File: src/rtl/tlpm_pkg.sv
// ----------------------------------------------------------------------------
// tlpm_pkg
// Shared constants, operation codes and port structs for the two-level
// page table manager.
// ----------------------------------------------------------------------------
`default_nettype none

package tlpm_pkg;

    // table geometry
    localparam int DIR_ENTRIES   = 1024;
    localparam int TABLE_ENTRIES = 1024;
    localparam int DI_W          = $clog2(DIR_ENTRIES);
    localparam int TI_W          = $clog2(TABLE_ENTRIES);
    localparam int TA_W          = DI_W + TI_W;
    localparam int TBL_DEPTH     = DIR_ENTRIES << TI_W;

    // field widths
    localparam int ENTRY_W = 32;
    localparam int FRAME_W = 20;
    localparam int FLAG_W  = 12;
    localparam int VIDX_W  = 10;
    localparam int COUNT_W = 21;

    // operation codes
    localparam logic [1:0] OP_TRANSLATE = 2'd0;
    localparam logic [1:0] OP_MAP       = 2'd1;
    localparam logic [1:0] OP_UNMAP     = 2'd2;

    // entry flag bits
    localparam logic [FLAG_W-1:0] FLAG_PRESENT = 12'h001;
    localparam logic [FLAG_W-1:0] DIR_DEFAULT  = 12'h003;

    // directory memory port
    typedef struct packed {
        logic               we;
        logic [DI_W-1:0]    wr_addr;
        logic [ENTRY_W-1:0] wr_data;
        logic [DI_W-1:0]    rd_addr;
    } dir_port_t;

    // page table memory port
    typedef struct packed {
        logic               we;
        logic [TA_W-1:0]    wr_addr;
        logic [ENTRY_W-1:0] wr_data;
        logic [TA_W-1:0]    rd_addr;
    } tbl_port_t;

    // result handed to the output stage
    typedef struct packed {
        logic               valid;
        logic               status;
        logic [ENTRY_W-1:0] phys;
    } res_t;

endpackage

`default_nettype wire

File: src/rtl/tlpm_walker.sv
// ----------------------------------------------------------------------------
// tlpm_walker
// Sequencer that clears the tables after reset and walks directory and
// table entries one page at a time for translate, map and unmap.
// ----------------------------------------------------------------------------
`default_nettype none

module tlpm_walker
    import tlpm_pkg::*;
(
    input  wire logic                 clk,
    input  wire logic                 rst_n,
    input  wire logic                 in_valid,
    output logic                      in_ready,
    input  wire logic [1:0]           opcode,
    input  wire logic [31:0]          virt_addr,
    input  wire logic [31:0]          phys_addr,
    input  wire logic [FLAG_W-1:0]    page_flags,
    input  wire logic [COUNT_W-1:0]   page_count,
    input  wire logic                 cfg_we,
    input  wire logic [FRAME_W-1:0]   cfg_frame,
    output dir_port_t                 dir_port,
    input  wire logic [ENTRY_W-1:0]   dir_rd_data,
    output tbl_port_t                 tbl_port,
    input  wire logic [ENTRY_W-1:0]   tbl_rd_data,
    output res_t                      res,
    input  wire logic                 res_ready
);

    typedef enum logic [2:0] {
        S_CLEAR,
        S_IDLE,
        S_READ,
        S_EVAL,
        S_RESP
    } state_t;

    state_t               state_reg, state_next;
    logic [1:0]           op_reg, op_next;
    logic [FRAME_W-1:0]   vpage_reg, vpage_next;
    logic [FRAME_W-1:0]   ppage_reg, ppage_next;
    logic [FLAG_W-1:0]    off_reg, off_next;
    logic [FLAG_W-1:0]    flags_reg, flags_next;
    logic [COUNT_W-1:0]   cnt_reg, cnt_next;
    logic [FRAME_W-1:0]   frame_reg, frame_next;
    logic [TA_W-1:0]      clr_reg, clr_next;
    logic                 status_reg, status_next;
    logic [ENTRY_W-1:0]   phys_reg, phys_next;

    logic [VIDX_W-1:0]    di;
    logic [VIDX_W-1:0]    ti;
    logic                 idx_ok;
    logic                 dir_p;
    logic                 pte_p;
    logic                 last_page;

    // index split of the current page
    assign di        = vpage_reg[FRAME_W-1:VIDX_W];
    assign ti        = vpage_reg[VIDX_W-1:0];
    assign idx_ok    = ({1'b0, di} < (VIDX_W+1)'(DIR_ENTRIES))
                    && ({1'b0, ti} < (VIDX_W+1)'(TABLE_ENTRIES));
    assign dir_p     = dir_rd_data[0];
    assign pte_p     = tbl_rd_data[0];
    assign last_page = (cnt_reg == COUNT_W'(1));

    // next state and memory requests
    always_comb
    begin
        state_next  = state_reg;
        op_next     = op_reg;
        vpage_next  = vpage_reg;
        ppage_next  = ppage_reg;
        off_next    = off_reg;
        flags_next  = flags_reg;
        cnt_next    = cnt_reg;
        frame_next  = frame_reg;
        clr_next    = clr_reg;
        status_next = status_reg;
        phys_next   = phys_reg;

        in_ready         = 1'b0;
        dir_port         = '0;
        dir_port.rd_addr = di[DI_W-1:0];
        tbl_port         = '0;
        tbl_port.rd_addr = {di[DI_W-1:0], ti[TI_W-1:0]};
        res.valid        = 1'b0;
        res.status       = status_reg;
        res.phys         = phys_reg;

        case (state_reg)
            // zero both memories, one table entry per cycle
            S_CLEAR:
            begin
                tbl_port.we      = 1'b1;
                tbl_port.wr_addr = clr_reg;
                tbl_port.wr_data = '0;
                if (clr_reg < TA_W'(DIR_ENTRIES))
                begin
                    dir_port.we      = 1'b1;
                    dir_port.wr_addr = clr_reg[DI_W-1:0];
                    dir_port.wr_data = '0;
                end
                clr_next = clr_reg + TA_W'(1);
                if (clr_reg == TA_W'(TBL_DEPTH - 1))
                begin
                    state_next = S_IDLE;
                end
            end

            // take a new transaction
            S_IDLE:
            begin
                in_ready = 1'b1;
                if (in_valid)
                begin
                    op_next     = opcode;
                    vpage_next  = virt_addr[31:12];
                    off_next    = virt_addr[11:0];
                    ppage_next  = phys_addr[31:12];
                    flags_next  = page_flags | FLAG_PRESENT;
                    status_next = 1'b0;
                    phys_next   = '0;
                    if (opcode == OP_TRANSLATE)
                    begin
                        cnt_next   = COUNT_W'(1);
                        state_next = S_READ;
                    end
                    else if ((opcode == OP_MAP || opcode == OP_UNMAP)
                             && page_count != '0)
                    begin
                        cnt_next   = page_count;
                        state_next = S_READ;
                    end
                    else
                    begin
                        state_next = S_RESP;
                    end
                end
            end

            // issue directory and table reads for the current page
            S_READ:
            begin
                if (!idx_ok)
                begin
                    status_next = 1'b1;
                    state_next  = S_RESP;
                end
                else
                begin
                    state_next = S_EVAL;
                end
            end

            // check entries and write back
            S_EVAL:
            begin
                case (op_reg)
                    OP_TRANSLATE:
                    begin
                        if (dir_p && pte_p)
                        begin
                            phys_next = {tbl_rd_data[31:12], off_reg};
                        end
                        else
                        begin
                            status_next = 1'b1;
                        end
                        state_next = S_RESP;
                    end
                    OP_MAP:
                    begin
                        // allocate a page table for an absent directory slot
                        if (!dir_p)
                        begin
                            dir_port.we      = 1'b1;
                            dir_port.wr_addr = di[DI_W-1:0];
                            dir_port.wr_data = {frame_reg, flags_reg | DIR_DEFAULT};
                            frame_next       = frame_reg + FRAME_W'(1);
                        end
                        if (pte_p)
                        begin
                            status_next = 1'b1;
                            state_next  = S_RESP;
                        end
                        else
                        begin
                            tbl_port.we      = 1'b1;
                            tbl_port.wr_addr = tbl_port.rd_addr;
                            tbl_port.wr_data = {ppage_reg, flags_reg};
                            vpage_next       = vpage_reg + FRAME_W'(1);
                            ppage_next       = ppage_reg + FRAME_W'(1);
                            cnt_next         = cnt_reg - COUNT_W'(1);
                            state_next       = last_page ? S_RESP : S_READ;
                        end
                    end
                    OP_UNMAP:
                    begin
                        if (!dir_p || !pte_p)
                        begin
                            status_next = 1'b1;
                            state_next  = S_RESP;
                        end
                        else
                        begin
                            tbl_port.we      = 1'b1;
                            tbl_port.wr_addr = tbl_port.rd_addr;
                            tbl_port.wr_data = '0;
                            vpage_next       = vpage_reg + FRAME_W'(1);
                            cnt_next         = cnt_reg - COUNT_W'(1);
                            state_next       = last_page ? S_RESP : S_READ;
                        end
                    end
                    default:
                    begin
                        state_next = S_RESP;
                    end
                endcase
            end

            // hand the result to the output stage
            S_RESP:
            begin
                res.valid = 1'b1;
                if (res_ready)
                begin
                    state_next = S_IDLE;
                end
            end

            default:
            begin
                state_next = S_IDLE;
            end
        endcase

        // pool base write reloads the frame counter
        if (cfg_we)
        begin
            frame_next = cfg_frame;
        end
    end

    // state and registers
    always_ff @(posedge clk or negedge rst_n)
    begin
        if (!rst_n)
        begin
            state_reg  <= S_CLEAR;
            op_reg     <= OP_TRANSLATE;
            vpage_reg  <= '0;
            ppage_reg  <= '0;
            off_reg    <= '0;
            flags_reg  <= '0;
            cnt_reg    <= '0;
            frame_reg  <= '0;
            clr_reg    <= '0;
            status_reg <= 1'b0;
            phys_reg   <= '0;
        end
        else
        begin
            state_reg  <= state_next;
            op_reg     <= op_next;
            vpage_reg  <= vpage_next;
            ppage_reg  <= ppage_next;
            off_reg    <= off_next;
            flags_reg  <= flags_next;
            cnt_reg    <= cnt_next;
            frame_reg  <= frame_next;
            clr_reg    <= clr_next;
            status_reg <= status_next;
            phys_reg   <= phys_next;
        end
    end

`ifndef SYNTHESIS
    // a present table entry is only written under a present or new directory entry
    assert property (@(posedge clk) disable iff (!rst_n)
        (state_reg == S_EVAL && tbl_port.we && tbl_port.wr_data[0])
        |-> (dir_rd_data[0] || dir_port.we))
        else $error("page entry written under absent directory entry");

    // frame counter moves only on allocation or a pool base write
    assert property (@(posedge clk) disable iff (!rst_n)
        (!(state_reg == S_EVAL && dir_port.we) && !cfg_we) |=> $stable(frame_reg))
        else $error("frame counter moved without allocation");

    // only a successful translate returns a nonzero address
    assert property (@(posedge clk) disable iff (!rst_n)
        (res.valid && (op_reg != OP_TRANSLATE || res.status)) |-> (res.phys == '0))
        else $error("nonzero address on failed or non-translate transaction");

    // each evaluated page moves to the next page or to the response
    assert property (@(posedge clk) disable iff (!rst_n)
        (state_reg == S_EVAL) |=> (state_reg == S_READ || state_reg == S_RESP))
        else $error("bad step after page evaluation");
`endif

endmodule

`default_nettype wire

File: config.mk
export PLATFORM = sky130hd
export DESIGN_NAME = tlpm_walker
export DESIGN_NICKNAME = d
export VERILOG_FILES = /design/src/rtl/tlpm_pkg.sv /design/src/rtl/tlpm_walker.sv
export SDC_FILE = /design/constraint.sdc
export NUM_CORES = 1
export LEC_CHECK = 0
export BUFFER_PORTS_ARGS = -buffer_cell sky130_fd_sc_hd__clkbuf_2
export CAP_MARGIN = 20
export CORE_UTILIZATION = 35
export CTS_CLUSTER_DIAMETER = 150
export DETAILED_ROUTE_END_ITERATION = 16
export GPL_ROUTABILITY_DRIVEN = 0
export HOLD_SLACK_MARGIN = 0.06
export SYNTH_ARGS = -nofsm -noshare
export SYNTH_HDL_FRONTEND = slang
export SYNTH_SLANG_ARGS = --single-unit
File: constraint.sdc
create_clock -name clk -period 2.73 [get_ports clk]
set_input_delay 0.1365 -clock clk [delete_from_list [all_inputs] [get_ports clk]]
set_output_delay 0.1365 -clock clk [all_outputs]
set_load 0.01 [all_outputs]
======== Word-level counts from Yosys, hierarchy flattened ========
Cells that the tools add are included.
word-level totals
  output and inout port bits .............. 161
  flip-flop bits (word level) ............. 163
  logic and storage cells ................. 114
  bits of input ports ..................... 188
operators by class
  reductions and logical operators ........ 21
  mux-type cells .......................... 50
  add/sub/neg operators ................... 5
  equality and inequality tests ........... 26
  magnitude comparators ................... 1
operators by type and width
  operator                                              number
  case mux 53 bit (2 select lines)                      2
  two-way mux 20 bit                                    10
  two-way mux 43 bit                                    3
  case mux 20 bit (2 select lines)                      3
  two-way mux 53 bit                                    2
  two-way mux 21 bit                                    5
  two-way mux 32 bit                                    3
  case mux 43 bit (2 select lines)                      1
  case mux 21 bit (2 select lines)                      2
  adder 20 x 1 -> 20 bit, second input constant         4
  case mux 32 bit (2 select lines)                      1
  two-way mux 3 bit                                     8
  == test 21 x 1 -> 1 bit, second input constant        1
  nonzero test 21 bit                                   1
  subtractor 21 x 1 -> 21 bit, second input constant    1
  == test 20 bit, second input constant                 1
  < comparator 20 x 11 -> 1 bit, second input constant  1
  inequality test 3 bit, second input constant          6
  case mux 3 bit (5 select lines)                       1
  inequality test 2 bit, second input constant          6
  AND reduction 6 bit                                   2
  AND reduction 4 bit                                   2
  == test 3 x 2 -> 1 bit, second input constant         2
  two-way mux 1 bit                                     6
  other kinds (19)                                      29

======== Depth between registers and ports, before layout ========
Gate-level depths: netlist of the first run.
  depth in word-level cells ............... 7
  gate-level depth with buffers ........... 9
  mapped depth without buffers ............ 7

======== Least setup slack after synthesis of the first run ========
OpenSTA, ideal clock, no wires.
  path type ............................... reg-to-output
  from .................................... register op_reg[1]
  to ...................................... output dir_port[42] (netlist bit)
  stages on the path, launching flop included .. 8
  path slack .............................. 650 ps
  path buffers ............................ 2
  data required time ...................... 2594 ps
  arrival ................................. 1943 ps
  cells stage by stage .................... dfrtp_1 > inv_1 > ha_1 > nor2b_1 > and2_1 > clkbuf_1 > clkbuf_1 > a22o_1
RTL lines
  item                      RTL line            source
  start: declaration        tlpm_walker.sv:39   logic [1:0] op_reg, op_next;
  start signal: assignment  tlpm_walker.sv:264  op_reg <= op_next;
  end: declaration          tlpm_walker.sv:22   output dir_port_t dir_port,

==> results of run 1 <==
-- worst max-delay path, cell delays in order, from the launching register on --
cell                       delay (ps)
sky130_fd_sc_hd__dfrtp_1          440
sky130_fd_sc_hd__or4_1            540
sky130_fd_sc_hd__nor4_1           350
sky130_fd_sc_hd__and2_2           340
sky130_fd_sc_hd__a22o_1           180
sky130_fd_sc_hd__clkbuf_2         130
-- worst min-delay path by stage --
stage / startpoint / end / cells after the start
after detailed placement: rst_n / cnt_reg[12]$_DFFE_PN0P_ / 1
after floorplan: rst_n / clr_reg[0]$_DFFE_PN0P_ / 0
after global placement: rst_n / cnt_reg[12]$_DFFE_PN0P_ / 1
final: virt_addr[22] / vpage_reg[10]$_DFFE_PN0P_ / 3
after global routing: virt_addr[22] / vpage_reg[10]$_DFFE_PN0P_ / 3
after CTS: virt_addr[22] / vpage_reg[10]$_DFFE_PN0P_ / 3
-- metrics by stage --
stage	utilization [%]	setup slack, ps	hold WS [ps]	cell area (µm²)
finish	48.78	188.1	69.84	12710
global route	48.77	56.15	79.60	12710
CTS	48.65	48.68	60.60	12680
detailed placement	42.44	449.3	221.2	11060
global placement	42.44	493.7	214.1	11060
floorplan	-	650.2	-159.1	9315
-- report_power, final --
group	leakage [nW]	total, mW	switching (mW)	internal (mW)
registers	2.04	4.32	1.07	3.25
clock network	0.277	2.39	1.15	1.24
logic	3.72	4.48	2.67	1.80
-- final cells by class --
class | count | area, µm² | area share [%]
multi-input cells | 827 | 4776 | 37.57
inverters | 21 | 78.83 | 0.6201
clock buffers | 18 | 439.2 | 3.455
repair buffers | 425 | 2774 | 21.82
clock inverters | 14 | 138.9 | 1.093
well taps | 335 | 419.2 | 3.298
flip-flops and latches | 163 | 4080 | 32.10
diodes | 2 | 5.005 | 0.03937
-- cells by family (layout without fill, tap and decap cells) --
family	Yosys count	in the layout	synth area share, %
and+or+nand+nor	477	478	25.71
AOI/OAI and AO/OA	299	299	19.99
DFF	163	163	43.79
buffers and inverters	110	478	5.373
xor gates and xnor gates	38	38	3.573
adders and majority gates	10	10	1.343
muxes	2	2	0.2283
other	0	2	0
-- metal layers --
metal | track usage (%) | share of wire [%]
met2 | 33.91 | 46
met3 | 3.646 | 6.1
met5 | 0 | 0
met1 | 30.16 | 45
met4 | 8.340 | 2.6
-- what timing repair did --
| action | CTS | global route |
|---|---|---|
| hold endpoints to repair | 169 | 0 |
| buffers inserted | 0 | 2 |
| gates resized for setup | 0 | 3 |
| setup endpoints to repair | 0 | 28 |
| hold buffers | 104 | 0 |
-- cells in the mapped netlist (all sizes together), types with 3 or more instances --
master / number
nand2: 204
dfrtp: 163
o21ai: 116
a21oi: 66
nor2: 55
and3: 50
clkbuf: 50
buf: 39
nand3: 39
and2: 35
a22o: 29
xnor2: 29
nor3: 24
inv: 21
nor4: 20
a31oi: 18
o22ai: 15
nand4: 14
a32oi: 11
and4: 10
ha: 10
xor2: 9
o31ai: 8
o22a: 7
or4: 6
a2bb2oi: 5
or2: 4
a22oi: 3
nor3b: 3
o2bb2a: 3
or3: 3
==> Flow_metrics.wiki, run 1 <==
{| class="wikitable"
! Metric !! Value
|-
| Sequential-to-total area share from yosys stat || 43.79%
|-
| Boundary pin count || about 350
|-
| Filler Cell Count || about 2500
|-
| Antenna violation net count after detailed routing || 0
|-
| Result of the run || complete, no violations
|-
| Slew Limit Headroom || between 50% and 60%
|-
| Number of flip-flops and latches in the synthesized netlist || between 150 and 200
|-
| H-tree lvl count || 4
|-
| Least-Margin Pin Slew || between 700 and 800 ps
|-
| Post-synth ARST share || 100.0%
|-
| Non-filler instance count after layout || 1805
|-
| Total grt overflow || 0
|-
| Wire length of the first global-routing pass || ~47000 µm
|-
| Number of cells produced by synthesis || ~1100
|-
| DR DRC count || 0
|-
| Total wire length after detailed routing || 30270 µm
|-
| Cells after DPL || roughly 1700
|-
| Main flop type after synthesis || sky130_fd_sc_hd__dfrtp_1
|-
| Number of enable flip-flop cells after synthesis || 0
|-
| Post-synthesis average cell area || roughly 8.5 µm²
|-
| Cells taking the most area after synthesis || sky130_fd_sc_hd__dfrtp_1 (44%), sky130_fd_sc_hd__nand2_1 (8.2%), sky130_fd_sc_hd__o21ai_0 (6.0%)
|-
| Via count of the first global-routing pass || just under 9000
|-
| RSZ-0062 raised after global routing || false
|-
| Kind of launch point of the worst setup path || flop
|-
| Reg-to-Reg End || phys_reg[29]$_DFFE_PN0P_
|-
| Die Span Y || about 170 µm
|-
| End point of the critical path || dir_port[49]
|-
| Worst Hold Class || primary input to flop
|-
| Netlist cell types || 66
|-
| Number of max-capacitance violations reported || 0
|-
| Detailed-route vias per instance || 5.351
|-
| Worst-case register-to-register setup slack || 380 ps
|-
| Max reg flops || 32
|-
| Avg WL per Cell || 16.77 µm
|-
| Count of warnings emitted by yosys || 0
|-
| Number of buffers created by CTS || 17
|-
| Static leakage || roughly 6.0 nW
|-
| Setup TNS || 0 ps
|-
| Maximum number of buffers from clock root to sink || 2
|-
| Via count || 9658
|-
| Most frequent cells in the layout || sky130_fd_sc_hd__clkbuf_2 (292), sky130_fd_sc_hd__nand2_1 (204), sky130_fd_sc_hd__dfrtp_1 (162), sky130_fd_sc_hd__o21ai_0 (111), sky130_fd_sc_hd__dlygate4sd3_1 (104)
|-
| Worst EP required || around 2600 ps
|-
| Starting density of the core || a little over a third
|-
| Number of failing hold endpoints at the final stage || 0
|-
| Max-slew violation total from the final report || 0
|-
| Peak clock frequency supported by timing || between 300 and 400 MHz
|-
| Number of nets in the finished design || 1653
|-
| Num rows || a little under 60
|-
| Leading cell type in the layout, fill and taps excluded || sky130_fd_sc_hd__clkbuf_2
|-
| Launching element of the worst setup path || clr_reg[14]$_DFFE_PN0P_
|-
| Worst skew pair latency || 430 ps
|-
| Depth of the worst register-to-register path || 6
|-
| Number of DRC markers in iteration 0 || about 700
|-
| Core footprint || ~26000 µm²
|-
| Post-route clock skew || between 10 and 15 ps
|-
| HPWL reported at the end of detailed placement || a little over 20000 µm
|-
| PD cells || slightly below 900 nW/µm²
|-
| Startpoint-to-endpoint class of the critical path || flop to primary output
|-
| Layout-stage area growth over the synthesis result || 36.45%
|-
| Portion of synthesized cell area occupied by the leading cell type || 43.79%
|-
| Post-Syn Nets || ~1300
|-
| Final critical path time including I/O delays and setup || around 2500 ps
|-
| Die Footprint || approximately 27000 µm²
|-
| Largest net degree at the start of global routing || 73
|-
| Endpoint class of the critical path || primary output
|-
| Total of buffers placed on input and output ports || ~290
|-
| Aggregate global-route resource usage || 21.81%
|-
| Post-synthesis instance area || 9315 µm²
|-
| Width of the die || between 150 and 200 µm
|-
| Clock transition time at the flip-flop clock pins of the worst setup and hold paths || 80 ps
|-
| Clock tree from TritonCTS || yes
|-
| Detailed Routing Iterations Pass 1 || 5
|-
| CTS root buffer || sky130_fd_sc_hd__clkbuf_16
|-
| Number of setup violations in the final report || 0
|-
| Overall power after layout || ~11 mW
|-
| Number of antenna violations at the first check in global routing || 2
|-
| CP max FO || 10
|-
| Fraction of final layout cells sized beyond drive strength 1 || approximately a quarter
|-
| Leading area contributor after synthesis || sky130_fd_sc_hd__dfrtp_1
|-
| Period utilization || approximately 93%
|-
| CP arrival || ~2400 ps
|-
| Worst flop-to-flop path startpoint || state_reg[2]$_DFFE_PN0P_
|-
| Clock sink count || around 160
|-
| Worst IR Drop VDD || just under 0.5 mV
|}
Note: power is estimated with default switching activity, not from simulation.
==> run 2: changes to the inputs <==
==> constraint.sdc (replaced) <==
create_clock -name clk -period 2.93 [get_ports clk]
set_input_delay 0.879 -clock clk [delete_from_list [all_inputs] [get_ports clk]]
set_output_delay 0.879 -clock clk [all_outputs]
set_load 0.01 [all_outputs]
==> run 2 against run 1 <==
The flow now finishes with violations (setup timing). Final area decreased by 5.1%. Register-to-register slack improved by 210 ps. Sequential cell count unchanged. Cell count decreased by 4.5%. Sequential power decreased by 7.6%. Die area unchanged. First-iteration DRC count decreased by 17%. Critical path type unchanged. Largest cell class unchanged. Largest power group unchanged.
==> Flow_metrics.wiki, run 2 (synthesized netlist as in run 1, its figures left out) <==
{| class="wikitable"
! Metric !! Value
|-
| Crit-path cells || or4_4 -> nor4_4 -> and2_4 -> buf_6 -> a22o_1 -> buf_2
|-
| Static leakage || approximately 5.8 nW
|-
| Total of buffers placed on input and output ports || roughly 290
|-
| Peak per-stage delay on the critical path || approximately 540 ps
|-
| Buf/Inv on CP || 2
|-
| Startpoint-to-endpoint class of the critical path || flop to primary output
|-
| RSZ-0062 raised after global routing || true
|-
| Slew Limit Headroom || between 40 and 50%
|-
| PD cells || between 800 and 900 nW/µm²
|-
| Clock tree from TritonCTS || yes
|-
| Clock transition time at the flip-flop clock pins of the worst setup and hold paths || roughly 80 ps
|-
| Number of setup violations in the final report || 11
|-
| Kind of launch point of the worst setup path || flop
|-
| Post-route clock skew || 12.42 ps
|-
| Number of DRC markers in iteration 0 || slightly below 600
|-
| Kind of cell adding the most delay to the critical path || simple AND/OR/NAND/NOR gates
|-
| Depth of the worst register-to-register path || 7
|-
| Worst flop-to-flop path startpoint || cnt_reg[0]$_DFFE_PN0P_
|-
| Final critical path time including I/O delays and setup || 3071 ps
|-
| Width of the die || ~170 µm
|-
| Total wire length after detailed routing || around 30000 µm
|-
| Most frequent cells in the layout || sky130_fd_sc_hd__clkbuf_2 (267), sky130_fd_sc_hd__nand2_1 (203), sky130_fd_sc_hd__dfrtp_1 (161), sky130_fd_sc_hd__o21ai_0 (111), sky130_fd_sc_hd__a21oi_1 (65)
|-
| Layout-stage area growth over the synthesis result || 29.55%
|-
| Reg-to-Reg End || cnt_reg[18]$_DFFE_PN0P_
|-
| Endpoint class of the critical path || primary output
|-
| Worst setup timing slack at the placement stage || 135.2 ps
|-
| Antenna violation net count after detailed routing || 0
|-
| Peak clock frequency supported by timing || between 300 and 400 MHz
|-
| CP arrival || around 2200 ps
|-
| Worst skew pair latency || 430 ps
|-
| Number of failing hold endpoints at the final stage || 0
|-
| Filler Cell Count || around 2600
|-
| Min setup slack post-route || -140.8 ps
|-
| Boundary pin count || ~350
|-
| Final Core Density || 46.31%
|-
| Number of buffers created by CTS || 17
|-
| Die Span Y || about 170 µm
|-
| Starting density of the core || a little over a third
|-
| Clock sink count || between 150 and 200
|-
| Number of antenna violations at the first check in global routing || 1
|-
| Result of the run || finished with violations
|-
| Num rows || between 50 and 60
|-
| Core footprint || ~26000 µm²
|-
| Worst Hold Class || primary input to async pin
|-
| Wire length of the first global-routing pass || approximately 45000 µm
|-
| Aggregate global-route resource usage || a little over a fifth
|-
| CP max FO || 6
|-
| Detailed-route vias per instance || approximately 5.4
|-
| Number of nets in the finished design || 1572
|-
| Via count of the first global-routing pass || roughly 8500
|-
| Max reg flops || 32
|-
| Avg WL per Cell || 17.40 µm
|-
| Die Footprint || 27270 µm²
|-
| Maximum number of buffers from clock root to sink || 2
|-
| Via count || between 9000 and 10000
|-
| H-tree lvl count || 4
|-
| Fraction of final layout cells sized beyond drive strength 1 || 30.14%
|-
| Detailed Routing Iterations Pass 1 || 5
|-
| Critical-path top delay cell || sky130_fd_sc_hd__or4_4
|-
| DR DRC count || 0
|-
| Worst-case register-to-register setup slack || just under 600 ps
|-
| Total grt overflow || 0
|-
| Period utilization || 104.8%
|-
| Setup TNS || -1168 ps
|-
| Largest net degree at the start of global routing || ~110
|-
| Leading cell type in the layout, fill and taps excluded || sky130_fd_sc_hd__clkbuf_2
|-
| HPWL reported at the end of detailed placement || around 21000 µm
|-
| Number of max-capacitance violations reported || 0
|-
| Least-Margin Pin Slew || 816.2 ps
|-
| CTS root buffer || sky130_fd_sc_hd__clkbuf_16
|-
| Worst EP required || slightly above 2000 ps
|-
| Overall power after layout || 10.61 mW
|-
| Max-slew violation total from the final report || 0
|-
| Failing checks || setup timing
|-
| Worst IR Drop VDD || roughly 0.46 mV
|}
run 2: changes by cell type in the layout (fill, tap and decap cells not counted), moves of 3 or more:
cell / change
sky130_fd_sc_hd__buf_6: +5
sky130_fd_sc_hd__clkbuf_2: -25
sky130_fd_sc_hd__buf_2: +25
sky130_fd_sc_hd__buf_4: +11
sky130_fd_sc_hd__ha_1: -3
sky130_fd_sc_hd__clkbuf_16: +3
sky130_fd_sc_hd__dlygate4sd3_1: -104
sky130_fd_sc_hd__buf_12: +4
sky130_fd_sc_hd__ha_4: +3
run 2: worst max path at each step:
stage                                 start      endpoint  depth (start not counted)
floorplan                    dir_rd_data[0]  dir_port[42]                          5
global placement             tbl_rd_data[0]  tbl_port[60]                          6
detailed placement           tbl_rd_data[0]  tbl_port[60]                          6
CTS                 clr_reg[17]$_DFFE_PN0P_  dir_port[48]                          6
global route        clr_reg[15]$_DFFE_PN0P_  dir_port[48]                          6
finish              clr_reg[15]$_DFFE_PN0P_  dir_port[47]                          6
run 2: through the flow:
step	cells	cell area, µm²	hold slack, ps
2_1_floorplan	1099	9316	425.2
3_3_place_gp	1677	11200	442.4
3_5_place_dp	1677	11200	444.0
4_1_cts	1711	11870	399.0
5_1_grt	1722	12070	411.7
6_report	1723	12070	383.4
run 2: area by class of cell:
cell class / instances / area (µm²) / share of cell area (%)
diodes: 1 / 2.502 / 0.02074
repair buffers: 345 / 2054 / 17.02
multi-input cells: 826 / 4871 / 40.36
flip-flops and latches: 163 / 4081 / 33.82
well taps: 335 / 419.2 / 3.473
clock inverters: 15 / 135.1 / 1.120
inverters: 21 / 78.83 / 0.6532
clock buffers: 17 / 425.4 / 3.525
run 2: worst register-to-register path, stage by stage (launching register included):
cell                      delay [ps]
sky130_fd_sc_hd__dfrtp_1         460
sky130_fd_sc_hd__inv_1           120
sky130_fd_sc_hd__ha_1            340
sky130_fd_sc_hd__or3b_2          510
sky130_fd_sc_hd__nor4_4          340
sky130_fd_sc_hd__a21oi_1         130
sky130_fd_sc_hd__o31ai_1         220
sky130_fd_sc_hd__o21ai_1         100
run 2: metal layers:
metal	part of all wire [%]	vias to the layer above	wire (µm)	track usage (%)
li1	-	4454	-	-
met4	2.1	0	623	6.380
met1	46	4453	13650	28.84
met5	0	-	0	0
met2	47	314	13970	34.12
met3	5.8	42	1734	4.046
run 2: timing repair:
item                       4_1_cts  5_1_grt
pin swaps                        2        4
hold buffers                     0        0
gates resized for setup         18       37
gates cloned                     0        4
setup endpoints to repair       62       59
buffers inserted                 2        7
run 2: power breakdown:
| group | total (mW) | internal (mW) | switching [mW] |
|---|---|---|---|
| logic | 4.44 | 1.83 | 2.61 |
| clock network | 2.19 | 1.13 | 1.06 |
| registers | 3.99 | 3.03 | 0.958 |
| total | 10.6 | 5.98 | 4.63 |
